`src/rtl/esa_pkg.sv`:
```
// Shared constants, types and command/status bundles for the encoder speed estimator.
package esa_pkg;

  // Encoder geometry and speed scaling
  localparam int ENC_COUNTS    = 4096;
  localparam int POS_W         = 12;
  localparam int HALF_TURN     = ENC_COUNTS / 2;
  localparam int RPM_SCALE_Q8  = 153600000;
  localparam int RPM_PER_COUNT = RPM_SCALE_Q8 / ENC_COUNTS;

  // Field widths
  localparam int TICK_W   = 32;
  localparam int MS_W     = 32;
  localparam int SPEED_W  = 28;
  localparam int OFFSET_W = 18;
  localparam int PP_W     = 7;
  localparam int CFG_W    = 16;
  localparam int CFG_IDX_W = 2;

  // Shared divider geometry
  localparam int DIV_NUM_W = 61;
  localparam int DIV_DEN_W = 33;
  localparam int DIV_QUO_W = 29;

  // Stream widths
  localparam int IN_DATA_W  = 80;
  localparam int IN_USER_W  = 2;
  localparam int OUT_DATA_W = 56;
  localparam int OUT_USER_W = 1;

  // Register indexes
  localparam logic [CFG_IDX_W-1:0] CFG_POLE_PAIRS = 2'd0;
  localparam logic [CFG_IDX_W-1:0] CFG_MIN_TICKS  = 2'd1;
  localparam logic [CFG_IDX_W-1:0] CFG_TAU_TICKS  = 2'd2;
  localparam logic [CFG_IDX_W-1:0] CFG_ALIGN_TIME = 2'd3;

  // Register reset values
  localparam logic [PP_W-1:0]  RST_POLE_PAIRS = 7'd7;
  localparam logic [CFG_W-1:0] RST_MIN_TICKS  = 16'd50;
  localparam logic [CFG_W-1:0] RST_TAU_TICKS  = 16'd500;
  localparam logic [CFG_W-1:0] RST_ALIGN_TIME = 16'd500;

  // Control modes
  localparam logic [1:0] MODE_IDLE   = 2'd0;
  localparam logic [1:0] MODE_ALIGN  = 2'd1;
  localparam logic [1:0] MODE_CLOSED = 2'd2;

  typedef enum logic [3:0] {
    ST_IDLE,
    ST_EVAL,
    ST_D1_GO,
    ST_D1_WAIT,
    ST_DIFF,
    ST_MUL,
    ST_ADD,
    ST_D2_GO,
    ST_D2_WAIT,
    ST_FIN,
    ST_EMIT
  } esa_state_t;

  typedef struct packed {
    logic [PP_W-1:0]  pole_pairs;
    logic [CFG_W-1:0] min_ticks;
    logic [CFG_W-1:0] tau_ticks;
    logic [CFG_W-1:0] align_time;
  } esa_cfg_t;

  typedef struct packed {
    logic capture;
    logic eval;
    logic div_go;
    logic diff;
    logic mul;
    logic add;
    logic fin;
    logic emit;
  } esa_cmd_t;

  typedef struct packed {
    logic sample_go;
    logic div_busy;
  } esa_sts_t;

endpackage

```
`src/rtl/esa_div.sv`:
```
// Restoring divider, one quotient bit per cycle, quotient width known in advance.
module esa_div #(
  parameter int NUM_W = esa_pkg::DIV_NUM_W,
  parameter int DEN_W = esa_pkg::DIV_DEN_W,
  parameter int QUO_W = esa_pkg::DIV_QUO_W
) (
  input  logic             clk,
  input  logic             rst_n,
  input  logic             start,
  input  logic [NUM_W-1:0] num,
  input  logic [DEN_W-1:0] den,
  output logic             busy,
  output logic [QUO_W-1:0] quo
);

  localparam int CNT_W = $clog2(QUO_W + 1);

  logic [DEN_W-1:0] rem_r, rem_nxt;
  logic [DEN_W-1:0] den_r;
  logic [QUO_W-1:0] bits_r, bits_nxt;
  logic [QUO_W-1:0] quo_r, quo_nxt;
  logic [CNT_W-1:0] cnt_r, cnt_nxt;
  logic             busy_r, busy_nxt;
  logic [DEN_W:0]   trial;
  logic [DEN_W:0]   diff;
  logic             fits;

  // Trial subtract of the shifted remainder
  always_comb begin
    trial = {rem_r, bits_r[QUO_W-1]};
    diff  = trial - {1'b0, den_r};
    fits  = trial >= {1'b0, den_r};
  end

  // Load on start, then shift one bit a cycle
  always_comb begin
    rem_nxt  = rem_r;
    bits_nxt = bits_r;
    quo_nxt  = quo_r;
    cnt_nxt  = cnt_r;
    busy_nxt = busy_r;
    if (start) begin
      rem_nxt  = DEN_W'(num >> QUO_W);
      bits_nxt = num[QUO_W-1:0];
      quo_nxt  = '0;
      cnt_nxt  = CNT_W'(QUO_W);
      busy_nxt = 1'b1;
    end else if (busy_r) begin
      rem_nxt  = fits ? diff[DEN_W-1:0] : trial[DEN_W-1:0];
      bits_nxt = {bits_r[QUO_W-2:0], 1'b0};
      quo_nxt  = {quo_r[QUO_W-2:0], fits};
      cnt_nxt  = cnt_r - CNT_W'(1);
      busy_nxt = cnt_r != CNT_W'(1);
    end
  end

  always_ff @(posedge clk) begin
    if (!rst_n) begin
      busy_r <= 1'b0;
      cnt_r  <= '0;
    end else begin
      busy_r <= busy_nxt;
      cnt_r  <= cnt_nxt;
    end
  end

  // Operand and result registers
  always_ff @(posedge clk) begin
    rem_r  <= rem_nxt;
    bits_r <= bits_nxt;
    quo_r  <= quo_nxt;
    if (start) begin
      den_r <= den;
    end
  end

  assign busy = busy_r;
  assign quo  = quo_r;

endmodule

```
`src/rtl/esa_dp.sv`:
```
// Datapath: input capture, mode state, speed arithmetic, filter and output register.
module esa_dp (
  input  logic                              clk,
  input  logic                              rst_n,
  input  esa_pkg::esa_cfg_t                 cfg,
  input  esa_pkg::esa_cmd_t                 cmd,
  output esa_pkg::esa_sts_t                 sts,
  input  logic [esa_pkg::IN_DATA_W-1:0]     in_tdata,
  input  logic [esa_pkg::IN_USER_W-1:0]     in_tuser,
  output logic [esa_pkg::OUT_DATA_W-1:0]    out_tdata,
  output logic [esa_pkg::OUT_USER_W-1:0]    out_tuser
);
  import esa_pkg::*;

  localparam int DLT_W = POS_W + 2;
  localparam int MAG_W = POS_W + 1;
  localparam int M_W   = MAG_W + 16;
  localparam int RAW_W = SPEED_W + 2;
  localparam int PRD_W = SPEED_W + TICK_W;
  localparam int OFF_W = OFFSET_W + 1;

  localparam logic signed [DLT_W-1:0] HALF_S = DLT_W'(HALF_TURN);
  localparam logic signed [DLT_W-1:0] TURN_S = DLT_W'(ENC_COUNTS);

  // Captured item
  logic [TICK_W-1:0] tick_r;
  logic [POS_W-1:0]  pos_r;
  logic [MS_W-1:0]   ms_r;
  logic              start_r;
  logic              stop_r;

  // Architectural state
  logic [TICK_W-1:0]        prev_tick_r;
  logic [POS_W-1:0]         prev_pos_r;
  logic signed [SPEED_W-1:0] filt_r;
  logic [1:0]               mode_r;
  logic [MS_W-1:0]          align_start_r;
  logic [OFFSET_W-1:0]      offset_r;
  logic                     run_r;
  logic                     sample_r;
  logic                     pulse_r;

  // Working registers
  logic [TICK_W-1:0]    dt_r;
  logic                 rneg_r;
  logic                 dneg_r;
  logic [SPEED_W-1:0]   dmag_r;
  logic [PRD_W-1:0]     prod_r;
  logic [DIV_NUM_W-1:0] num_r;
  logic [DIV_DEN_W-1:0] den_r;

  // Output register
  logic                 o_sample_r;
  logic [SPEED_W-1:0]   o_speed_r;
  logic [1:0]           o_mode_r;
  logic                 o_run_r;
  logic [OFFSET_W-1:0]  o_offset_r;
  logic                 o_pulse_r;

  logic [DIV_QUO_W-1:0] quo;
  logic                 div_busy;

  logic [TICK_W-1:0]        dt;
  logic [CFG_W-1:0]         min_dt;
  logic                     sample_go;
  logic signed [DLT_W-1:0]  delta0;
  logic signed [DLT_W-1:0]  delta;
  logic [DLT_W-1:0]         dabs;
  logic [MAG_W-1:0]         dmag;
  logic [M_W-1:0]           mscaled;
  logic signed [RAW_W-1:0]  qs;
  logic signed [RAW_W-1:0]  raw;
  logic signed [RAW_W-1:0]  diff;
  logic [RAW_W-1:0]         diff_abs;
  logic signed [RAW_W-1:0]  stepv;
  logic signed [RAW_W-1:0]  filt_sum;
  logic [MS_W-1:0]          align_el;
  logic                     align_done;
  logic [OFF_W-1:0]         off_full;

  // Sample spacing check
  always_comb begin
    dt        = tick_r - prev_tick_r;
    min_dt    = (cfg.min_ticks == '0) ? CFG_W'(1) : cfg.min_ticks;
    sample_go = dt >= TICK_W'(min_dt);
  end

  // Position delta wrapped to half a turn, scaled to the raw speed numerator
  always_comb begin
    delta0 = $signed(DLT_W'(pos_r)) - $signed(DLT_W'(prev_pos_r));
    delta  = delta0;
    if (delta0 > HALF_S) begin
      delta = delta0 - TURN_S;
    end else if (delta0 < -HALF_S) begin
      delta = delta0 + TURN_S;
    end
    dabs    = delta[DLT_W-1] ? DLT_W'(-delta) : DLT_W'(delta);
    dmag    = dabs[MAG_W-1:0];
    mscaled = M_W'(dmag) * M_W'(RPM_PER_COUNT);
  end

  // Signed results from the divider magnitude
  always_comb begin
    qs       = $signed(RAW_W'(quo));
    raw      = rneg_r ? -qs : qs;
    diff     = raw - RAW_W'(filt_r);
    diff_abs = diff[RAW_W-1] ? RAW_W'(-diff) : RAW_W'(diff);
    stepv    = dneg_r ? -qs : qs;
    filt_sum = RAW_W'(filt_r) + stepv;
  end

  // Alignment timeout and electrical offset
  always_comb begin
    align_el   = ms_r - align_start_r;
    align_done = (mode_r == MODE_ALIGN) && (align_el >= MS_W'(cfg.align_time));
    off_full   = OFF_W'(pos_r) * OFF_W'(cfg.pole_pairs);
  end

  // Capture the accepted transfer
  always_ff @(posedge clk) begin
    if (cmd.capture) begin
      tick_r  <= in_tdata[31:0];
      pos_r   <= in_tdata[43:32];
      ms_r    <= in_tdata[75:44];
      start_r <= in_tuser[0];
      stop_r  <= in_tuser[1];
    end
  end

  // Architectural state updates
  always_ff @(posedge clk) begin
    if (!rst_n) begin
      prev_tick_r   <= '0;
      prev_pos_r    <= '0;
      filt_r        <= '0;
      mode_r        <= MODE_IDLE;
      align_start_r <= '0;
      offset_r      <= '0;
      run_r         <= 1'b0;
      sample_r      <= 1'b0;
      pulse_r       <= 1'b0;
    end else begin
      if (cmd.eval) begin
        if (stop_r) begin
          mode_r <= MODE_IDLE;
          run_r  <= 1'b0;
        end else if (start_r && mode_r == MODE_IDLE) begin
          mode_r        <= MODE_ALIGN;
          align_start_r <= ms_r;
        end
        sample_r <= sample_go;
        pulse_r  <= 1'b0;
        if (sample_go) begin
          prev_tick_r <= tick_r;
          prev_pos_r  <= pos_r;
        end
      end
      if (cmd.fin) begin
        filt_r <= filt_sum[SPEED_W-1:0];
        if (align_done) begin
          offset_r <= off_full[OFFSET_W] ? OFFSET_W'((1 << OFFSET_W) - 1) :
                      off_full[OFFSET_W-1:0];
          pulse_r  <= 1'b1;
          mode_r   <= MODE_CLOSED;
          run_r    <= 1'b1;
        end
      end
    end
  end

  // Working registers for the two divisions
  always_ff @(posedge clk) begin
    if (cmd.eval && sample_go) begin
      dt_r   <= dt;
      rneg_r <= delta[DLT_W-1];
      num_r  <= DIV_NUM_W'({mscaled, 1'b0}) + DIV_NUM_W'(dt);
      den_r  <= DIV_DEN_W'({dt, 1'b0});
    end
    if (cmd.diff) begin
      dneg_r <= diff[RAW_W-1];
      dmag_r <= diff_abs[SPEED_W-1:0];
    end
    if (cmd.mul) begin
      prod_r <= PRD_W'(dmag_r) * PRD_W'(dt_r);
      den_r  <= DIV_DEN_W'(cfg.tau_ticks) + DIV_DEN_W'(dt_r);
    end
    if (cmd.add) begin
      num_r <= DIV_NUM_W'(prod_r) + DIV_NUM_W'(den_r >> 1);
    end
  end

  // Output register
  always_ff @(posedge clk) begin
    if (cmd.emit) begin
      o_sample_r <= sample_r;
      o_speed_r  <= filt_r;
      o_mode_r   <= mode_r;
      o_run_r    <= run_r;
      o_offset_r <= offset_r;
      o_pulse_r  <= pulse_r;
    end
  end

  esa_div #(
    .NUM_W (DIV_NUM_W),
    .DEN_W (DIV_DEN_W),
    .QUO_W (DIV_QUO_W)
  ) u_div (
    .clk   (clk),
    .rst_n (rst_n),
    .start (cmd.div_go),
    .num   (num_r),
    .den   (den_r),
    .busy  (div_busy),
    .quo   (quo)
  );

  assign sts.sample_go = sample_go;
  assign sts.div_busy  = div_busy;

  assign out_tdata = {6'b0, o_pulse_r, o_offset_r, o_run_r, o_mode_r, o_speed_r};
  assign out_tuser = o_sample_r;

endmodule

```
`src/rtl/esa_cfg.sv`:
```
// Configuration register file with its write channel.
module esa_cfg (
  input  logic                          clk,
  input  logic                          rst_n,
  input  logic                          cfg_valid,
  output logic                          cfg_ready,
  input  logic [esa_pkg::CFG_IDX_W-1:0] cfg_index,
  input  logic [esa_pkg::CFG_W-1:0]     cfg_data,
  output esa_pkg::esa_cfg_t             cfg
);
  import esa_pkg::*;

  esa_cfg_t regs_r, regs_nxt;

  // Decode the write transfer
  always_comb begin
    regs_nxt = regs_r;
    if (cfg_valid) begin
      case (cfg_index)
        CFG_POLE_PAIRS: regs_nxt.pole_pairs = cfg_data[PP_W-1:0];
        CFG_MIN_TICKS:  regs_nxt.min_ticks  = cfg_data;
        CFG_TAU_TICKS:  regs_nxt.tau_ticks  = cfg_data;
        CFG_ALIGN_TIME: regs_nxt.align_time = cfg_data;
        default:        regs_nxt = regs_r;
      endcase
    end
  end

  always_ff @(posedge clk) begin
    if (!rst_n) begin
      regs_r.pole_pairs <= RST_POLE_PAIRS;
      regs_r.min_ticks  <= RST_MIN_TICKS;
      regs_r.tau_ticks  <= RST_TAU_TICKS;
      regs_r.align_time <= RST_ALIGN_TIME;
    end else begin
      regs_r <= regs_nxt;
    end
  end

  assign cfg_ready = 1'b1;
  assign cfg       = regs_r;

endmodule

```
`src/rtl/esa_ctrl.sv`:
```
// Sequencer: steps one item through evaluation, two divisions, filter update and output.
module esa_ctrl (
  input  logic              clk,
  input  logic              rst_n,
  input  logic              in_tvalid,
  output logic              in_tready,
  output logic              out_tvalid,
  input  logic              out_tready,
  input  esa_pkg::esa_sts_t sts,
  output esa_pkg::esa_cmd_t cmd
);
  import esa_pkg::*;

  esa_state_t state_r, state_nxt;
  logic       out_valid_r, out_valid_nxt;

  always_ff @(posedge clk) begin
    if (!rst_n) begin
      state_r     <= ST_IDLE;
      out_valid_r <= 1'b0;
    end else begin
      state_r     <= state_nxt;
      out_valid_r <= out_valid_nxt;
    end
  end

  // Next state and commands
  always_comb begin
    state_nxt = state_r;
    cmd       = '0;
    in_tready = 1'b0;
    case (state_r)
      ST_IDLE: begin
        in_tready   = 1'b1;
        cmd.capture = in_tvalid;
        if (in_tvalid) begin
          state_nxt = ST_EVAL;
        end
      end
      ST_EVAL: begin
        cmd.eval  = 1'b1;
        state_nxt = sts.sample_go ? ST_D1_GO : ST_EMIT;
      end
      ST_D1_GO: begin
        cmd.div_go = 1'b1;
        state_nxt  = ST_D1_WAIT;
      end
      ST_D1_WAIT: begin
        if (!sts.div_busy) begin
          state_nxt = ST_DIFF;
        end
      end
      ST_DIFF: begin
        cmd.diff  = 1'b1;
        state_nxt = ST_MUL;
      end
      ST_MUL: begin
        cmd.mul   = 1'b1;
        state_nxt = ST_ADD;
      end
      ST_ADD: begin
        cmd.add   = 1'b1;
        state_nxt = ST_D2_GO;
      end
      ST_D2_GO: begin
        cmd.div_go = 1'b1;
        state_nxt  = ST_D2_WAIT;
      end
      ST_D2_WAIT: begin
        if (!sts.div_busy) begin
          state_nxt = ST_FIN;
        end
      end
      ST_FIN: begin
        cmd.fin   = 1'b1;
        state_nxt = ST_EMIT;
      end
      ST_EMIT: begin
        // hold until the output register is free
        if (!out_valid_r || out_tready) begin
          cmd.emit  = 1'b1;
          state_nxt = ST_IDLE;
        end
      end
      default: state_nxt = ST_IDLE;
    endcase
  end

  // Output valid: set on load, drop on transfer
  always_comb begin
    out_valid_nxt = out_valid_r;
    if (cmd.emit) begin
      out_valid_nxt = 1'b1;
    end else if (out_tready) begin
      out_valid_nxt = 1'b0;
    end
  end

  assign out_tvalid = out_valid_r;

endmodule

```
`src/rtl/encoder_speed_estimator_align.sv`:
```
// Encoder speed estimator with align/closed-loop sequencing: top level.
// Each input transfer yields exactly one result transfer. An item whose tick
// spacing is below min_ticks is accepted, evaluated and loaded into the
// output register. A sampled item is accepted and evaluated, then starts the
// shared restoring divider twice (29 quotient bits each; raw speed, then
// filter step); between and after the two divisions come the filter
// difference, a 28x32 multiply, the rounding add, filter update and output
// load. Either path waits at output load while the previous result still
// waits in the output register. A new item is accepted whenever the sequencer
// is idle, even while the previous result still waits in the output register.
// Registers may be written only while no item is in work; the configuration
// channel is always ready. After reset mode is idle, speed and offset are zero,
// and the registers hold 7, 50, 500 and 500.
module encoder_speed_estimator_align (
  input  logic                           clk,
  input  logic                           rst_n,
  // tick_count[31:0], encoder_position[43:32], millis[75:44], zero fill
  input  logic [esa_pkg::IN_DATA_W-1:0]  in_tdata,
  // start_cmd[0], stop_cmd[1]
  input  logic [esa_pkg::IN_USER_W-1:0]  in_tuser,
  input  logic                           in_tvalid,
  output logic                           in_tready,
  // speed_rpm_q8[27:0], mode[29:28], running[30], angle_offset[48:31],
  // controller_reset[49], zero fill
  output logic [esa_pkg::OUT_DATA_W-1:0] out_tdata,
  // sample_taken[0]
  output logic [esa_pkg::OUT_USER_W-1:0] out_tuser,
  output logic                           out_tvalid,
  input  logic                           out_tready,
  input  logic                           cfg_valid,
  output logic                           cfg_ready,
  input  logic [esa_pkg::CFG_IDX_W-1:0]  cfg_index,
  input  logic [esa_pkg::CFG_W-1:0]      cfg_data
);
  import esa_pkg::*;

  esa_cfg_t cfg;
  esa_cmd_t cmd;
  esa_sts_t sts;

  esa_cfg u_cfg (
    .clk       (clk),
    .rst_n     (rst_n),
    .cfg_valid (cfg_valid),
    .cfg_ready (cfg_ready),
    .cfg_index (cfg_index),
    .cfg_data  (cfg_data),
    .cfg       (cfg)
  );

  esa_ctrl u_ctrl (
    .clk        (clk),
    .rst_n      (rst_n),
    .in_tvalid  (in_tvalid),
    .in_tready  (in_tready),
    .out_tvalid (out_tvalid),
    .out_tready (out_tready),
    .sts        (sts),
    .cmd        (cmd)
  );

  esa_dp u_dp (
    .clk       (clk),
    .rst_n     (rst_n),
    .cfg       (cfg),
    .cmd       (cmd),
    .sts       (sts),
    .in_tdata  (in_tdata),
    .in_tuser  (in_tuser),
    .out_tdata (out_tdata),
    .out_tuser (out_tuser)
  );

endmodule
```
`config.mk`:
```
export PLATFORM = sky130hd
export DESIGN_NAME = encoder_speed_estimator_align
export DESIGN_NICKNAME = d
export VERILOG_FILES = /design/src/rtl/esa_pkg.sv /design/src/rtl/esa_div.sv /design/src/rtl/esa_dp.sv /design/src/rtl/esa_cfg.sv /design/src/rtl/esa_ctrl.sv /design/src/rtl/encoder_speed_estimator_align.sv
export SDC_FILE = /design/constraint.sdc
export NUM_CORES = 2
export LEC_CHECK = 0
export BUFFER_PORTS_ARGS = -buffer_cell sky130_fd_sc_hd__buf_2
export CORE_ASPECT_RATIO = 2
export CORE_MARGIN = 4
export CORE_UTILIZATION = 54
export CTS_BUF_LIST = sky130_fd_sc_hd__clkbuf_2
export CTS_CLUSTER_DIAMETER = 150
export DETAILED_ROUTE_END_ITERATION = 10
export GPL_TIMING_DRIVEN = 1
export PLACE_DENSITY = 0.67
export SLEW_MARGIN = 10
export SYNTH_ARGS = -nofsm -noshare
export SYNTH_HDL_FRONTEND = slang
export SYNTH_HIERARCHICAL = 1
export SYNTH_SLANG_ARGS = --single-unit
```
`constraint.sdc`:
```
create_clock -name clk -period 16.2 [get_ports clk]
set_input_delay 1.62 -clock clk [delete_from_list [all_inputs] [get_ports clk]]
set_output_delay 1.62 -clock clk [all_outputs]
set_load 0.02 [all_outputs]
```
---- Yosys cells after proc, flatten, opt, wreduce, memory -nomap -nowiden ----
Cells that the tools add are included.
cells by class
  add/sub/neg operators ................... 15
  multipliers ............................. 3
  $lt $le $gt $ge ......................... 5
  equal/unequal tests ..................... 19
  multiplexer cells ....................... 51
  bitwise gates (word level) .............. 2
  reductions and logical operators ........ 23
operators by type and width
  cell                    count
  $mux 61                 2
  $mux 33                 3
  $ge 32x16->1            2
  $mux 32                 2
  $sub 32x32->32          2
  $add 60x32->61          1
  $mul 28x32->60          1
  $mux 29                 2
  $mux 28                 2
  $pmux 4 s11             1
  $ge 34x33->1            1
  $add 16x32->33          1
  $add 30x32->33          1
  $sub 33x33->33          1
  $mux 30                 1
  $neg 29->30             1
  $sub 30x28->30          1
  $add 28x28->28          1
  $mux 14                 2
  $neg 28->28             1
  $mul 13x14->27 const B  1
  $mux 1                  21
  $mux 4                  5
  $mul 12x7->19           1
  33 further kinds        61
word-level totals
  flip-flop bits (word level) ............. 662
  output and inout port bits .............. 60

---- Depth between registers and ports, before layout ----
  word-level depth ........................ 10
  gate-level depth with buffers ........... 46
  gate-level depth less buffers ........... 46

---- Hierarchy ----
Netlist, hierarchy kept.
by module, submodules not included
  module    instances  cells each  area each (µm²)
  esa_dp    1          6,842       63,113.0
  esa_div   1          657         7,201.9
  esa_cfg   1          212         2,165.8
  esa_ctrl  1          53          447.9

---- Worst setup path after synthesis ----
Ideal clock, no wire load.
  path type ............................... flip-flop to flip-flop
  from .................................... reg u_dp.pos_r[1]
  to ...................................... reg u_dp.num_r[31] (data pin)
  library setup time ...................... 0.268 ns
  arrival time ............................ 9.890 ns
  data required time ...................... 15.932 ns
  path slack .............................. 6.042 ns
  cell stages (with the launch flop) ...... 43
  buffers on the path ..................... 1
  clock period less this slack ............ 10.158 ns
  path through ............................ edfxtp_1 clkbuf_1 inv_1 fa_1 nor2b_1 o21ai_0 a21boi_0 o21ai_0 a21boi_0 o21ai_0 a21boi_0 o21ai_0 a21boi_0 o221ai_1 o311ai_1 mux2i_1 fa_1 inv_1 [... 7 more ...] o21bai_1 a21o_1 a21oi_1 o21ai_0 o41a_1 a21o_1 a211o_1 and2_1 ha_1 and3_1 o211ai_1 a311oi_1 o21a_1 o21ai_0 nand3_1 nand3_1 xor2_1 mux2i_1
on the way
  longest elaborated chain between the ends .. 10
ends and longest elaborated chain
  what                                            line                        RTL
  from (decl)                                     esa_dp.sv:27                logic [POS_W-1:0] pos_r;
  from (signal assigned)                          esa_dp.sv:123               pos_r <= in_tdata[43:32];
  $sub 12x12->13 *                                esa_dp.sv:90                delta0 = $signed(DLT_W'(pos_r)) - $signed(DLT_W'(prev_pos_r));
  $add 14x14->14 or $lt 14x12->1 (tied branches)  esa_dp.sv:95, esa_dp.sv:94
  $mux 14                                         esa_dp.sv:94                end else if (delta0 < -HALF_S) begin
  $mux 14 *                                       esa_dp.sv:92                if (delta0 > HALF_S) begin
  $neg 13->13                                     esa_dp.sv:97                dabs = delta[DLT_W-1] ? DLT_W'(-delta) : DLT_W'(delta);
  $mux 13 *                                       esa_dp.sv:97
  $mul 13x14->27 *                                esa_dp.sv:99                mscaled = M_W'(dmag) * M_W'(RPM_PER_COUNT);
  $add 30x32->33 *                                esa_dp.sv:176               num_r <= DIV_NUM_W'({mscaled, 1'b0}) + DIV_NUM_W'(dt);
  $mux 61 *                                       esa_dp.sv:173               if (cmd.eval && sample_go) begin
  $mux 61 *                                       esa_dp.sv:187               if (cmd.add) begin
  to (signal assigned)                            esa_dp.sv:176
  to (signal assigned)                            esa_dp.sv:188               num_r <= DIV_NUM_W'(prod_r) + DIV_NUM_W'(den_r >> 1);
  to (decl)                                       esa_dp.sv:49                logic [DIV_NUM_W-1:0] num_r;
Mark *: on every way between the ends. The rest lies on a longest branch, timed or not. The select of a mux whose other input is x is not followed.
A chain may end at the register's enable or synchronous reset.

---- Final worst setup path ----
  from .................................... reg u_dp.pos_r[0]
  to ...................................... reg u_dp.num_r[31] (data pin)
The elaborated chain is that of the path after synthesis.

==> flow_metrics.tcl <==
set metrics [dict create \
    status "finished, final reports clean" \
    final.setup.tns_ps 0 \
    worst_pin_slew_ps 1100 \
    syn_inst 7764 \
    rrSetupSlack_ps 4850 \
    portBuffers 153 \
    routedWlPerCell_um 21.4 \
    critical_path.slowest_cell "xnor2_1" \
    relSlewSlack_pct 27.0 \
    rsz0062_at_grt "no" \
    h-tree-depth 4 \
    start_util_pct 54.4 \
    cts_tree "done" \
    min_path_cells 0 \
    fp.dieArea_um2 141000 \
    cts-hold-fix-buffers 0 \
    r2r.worst_path.cells 44 \
    synth_common_cells "inv_1, nand2_1, fa_1" \
    syn-cell-area_um2 72900 \
    synthTopCellsByArea "fa_1, edfxtp_1, ha_1, inv_1, dfxtp_1" \
    placed_area_um2 75400 \
    cts.sinks 662 \
    drv_slew 0 \
    grt_pass1_wl_mm 321 \
    synthArstFlopShare_pct 0 \
    setup_violations 0 \
    yosys_warnings 6 \
    core_um2 134000 \
    cts_root_buf "clkbuf_2" \
    yosysTopAreaCellShare_pct 24.2 \
    hp-class "reg -> reg" \
    final.fill_count 12120 \
    insertion_delay_ps 1320 \
    timing.hold.worst.start "u_dp/den_r[1]" \
    globalRouteTotalUtil_pct 29.5 \
    endpoint_kind "flip-flop" \
    io_pins 165 \
    busiest_layer "met2" \
    ctsResizeCount 0 \
    yosys.area.top_type "fa_1" \
    synth_edf_count 439 \
    ys_ff_latch 662 \
    rows 190 \
    grt_max_degree 119 \
    critical_path_class "reg -> reg" \
    critPathLaunchType "flip-flop" \
    antenna_found_initial 9 \
    post_cts_buffers 0 \
    period_share_pct 70.1 \
    firstDrtPassIters 8 \
    area_delta_synth_final_pct 5.44 \
    chipHeight_um 528 \
    maxCapViolCount 0 \
    fmax_mhz 88.1 \
    yosysMostFrequentCell "inv_1" \
    grt_pass1_vias 59668 \
    use_met1_pct 27.9 \
    syn-mean-instance-area_um2 9.39 \
    overflow 0 \
    fin_worst_skew_ps 212 \
    reg2reg_from "u_dp/pos_r[0]" \
    dominantRegCellSynth "edfxtp_1" \
    dp_hpwl_mm 164 \
    routed_wirelength_mm 208 \
    path_clk_slew_ps 120 \
    fin_nets 9462 \
    ys_types 109 \
    r2r-end "u_dp/num_r[31]" \
    postRouteAntennaNets 0 \
    crit_path_max_fanout 9 \
    drt_iter0_drc 2682 \
    crit_arrival_ps 12260 \
    via_per_inst 5.71 \
    vias 55391 \
    postLayoutCellArea_um2 76900 \
    fin_crit_ps 11350 \
    use_met2_pct 57.5 \
    drive_gt1_share_pct 7.80 \
    ys_seq_area_share_pct 24.2 \
    cts_buffers 154 \
    globalplace.congestion 0.950 \
    dp_slack_ps 4820 \
    die_w_um 268 \
    max_stage_delay_ps 760 \
    use_met3_pct 3.11 \
    hold_path_end "u_dp/u_div/den_r[1]" \
    cts_buffer_depth 4 \
    worst_slack_ps 4850 \
    crit_path_frequent_cell "o21ai_0" \
    drc 0 \
    timing_hold_violations_final 0 \
    crit_required_ps 17110 \
]
[cell families (layout without fill, tap and decap cells)]
kind of cell / count (synthesis) / in the layout / synth area share (%)
and+or+nand+nor: 2321 / 2321 / 15.1
buffers and inverters: 1585 / 1784 / 8.37
DFF: 662 / 662 / 24.2
adders and majority gates: 1497 / 1497 / 34.7
AOI/OAI and AO/OA: 1092 / 1092 / 9.88
xor gates and xnor gates: 397 / 397 / 4.81
other: 2 / 17 / 0.0103
muxes: 208 / 208 / 2.92
[worst max-delay path by stage]
stage / slack, ps / depth (start not counted) / end / from
finish: 4850 / 44 / u_dp/num_r[31] / u_dp/pos_r[0]
global route: 3970 / 44 / u_dp/num_r[29] / u_dp/pos_r[0]
CTS: 4770 / 44 / u_dp/num_r[31] / u_dp/pos_r[0]
detailed placement: 4820 / 44 / u_dp/num_r[31] / u_dp/pos_r[0]
global placement: 4790 / 44 / u_dp/num_r[29] / u_dp/pos_r[0]
floorplan: 6040 / 42 / u_dp/num_r[31] / u_dp/pos_r[1]
[cell usage in the layout, fill, tap and decap left out, drive strengths merged, types with 77 or more instances in the layout]
cell type,synthesis,routed
mux2i,172,172
ha,617,617
a21o,151,151
dfxtp,223,223
nand2,1150,1150
xnor2,264,264
edfxtp,439,439
inv,1246,1247
clkbuf,284,198
xor2,133,133
a21oi,272,272
o21ai,219,219
buf,54,270
and2,295,295
nor2,269,269
nor2b,132,132
nor3,77,77
nand3,94,94
fa,880,880
[per-stage QoR]
stage	std cells	util [%]	hold slack [ps]
finish	9706	57.3	390
global route	9704	57.3	391
CTS	9699	57.3	369
detailed placement	9432	56.3	420
global placement	9432	56.3	417
floorplan	7772	-	400
[worst max-delay path, delay by kind of cell (launching register included)]
family,cells,cell delay (ps)
AO/OA/AOI/OAI,20,4240
adder cells (fa/ha/maj),9,3670
AND/OR/NAND/NOR,7,1110
XOR/XNOR,2,950
flip-flops,1,560
buffers and inverters,5,440
multiplexers,1,110
[state kept, by name (all words and copies together), names as in the netlist, 33 cells and up]
register / cells
u_cfg/cfg: 55
u_dp/den_r: 33
u_dp/num_r: 61
u_dp/prod_r: 60
u_dp/u_div/den_r: 33
u_dp/u_div/rem_r: 33
[metal layers]
layer	vias up	wire length, um
li1	25382	-
met1	27425	66000
met5	-	27
met2	1727	115000
met3	851	7990
met4	6	18900
[layout make-up]
| type | instances | area, um^2 | share of cell area [%] |
|---|---|---|---|
| inverters | 1247 | 4680 | 6.09 |
| repair buffers | 270 | 1650 | 2.15 |
| clock inverters | 69 | 448 | 0.583 |
| flip-flops and latches | 662 | 17600 | 23.0 |
| clock buffers | 198 | 991 | 1.29 |
| diodes | 7 | 17.5 | 0.0228 |
| well taps | 1728 | 2160 | 2.81 |
| multi-input cells | 5525 | 49300 | 64.1 |
Power is left out: the tool's default activity adds up to more than one toggle a clock period on the data nets, which glitch-free logic cannot reach.
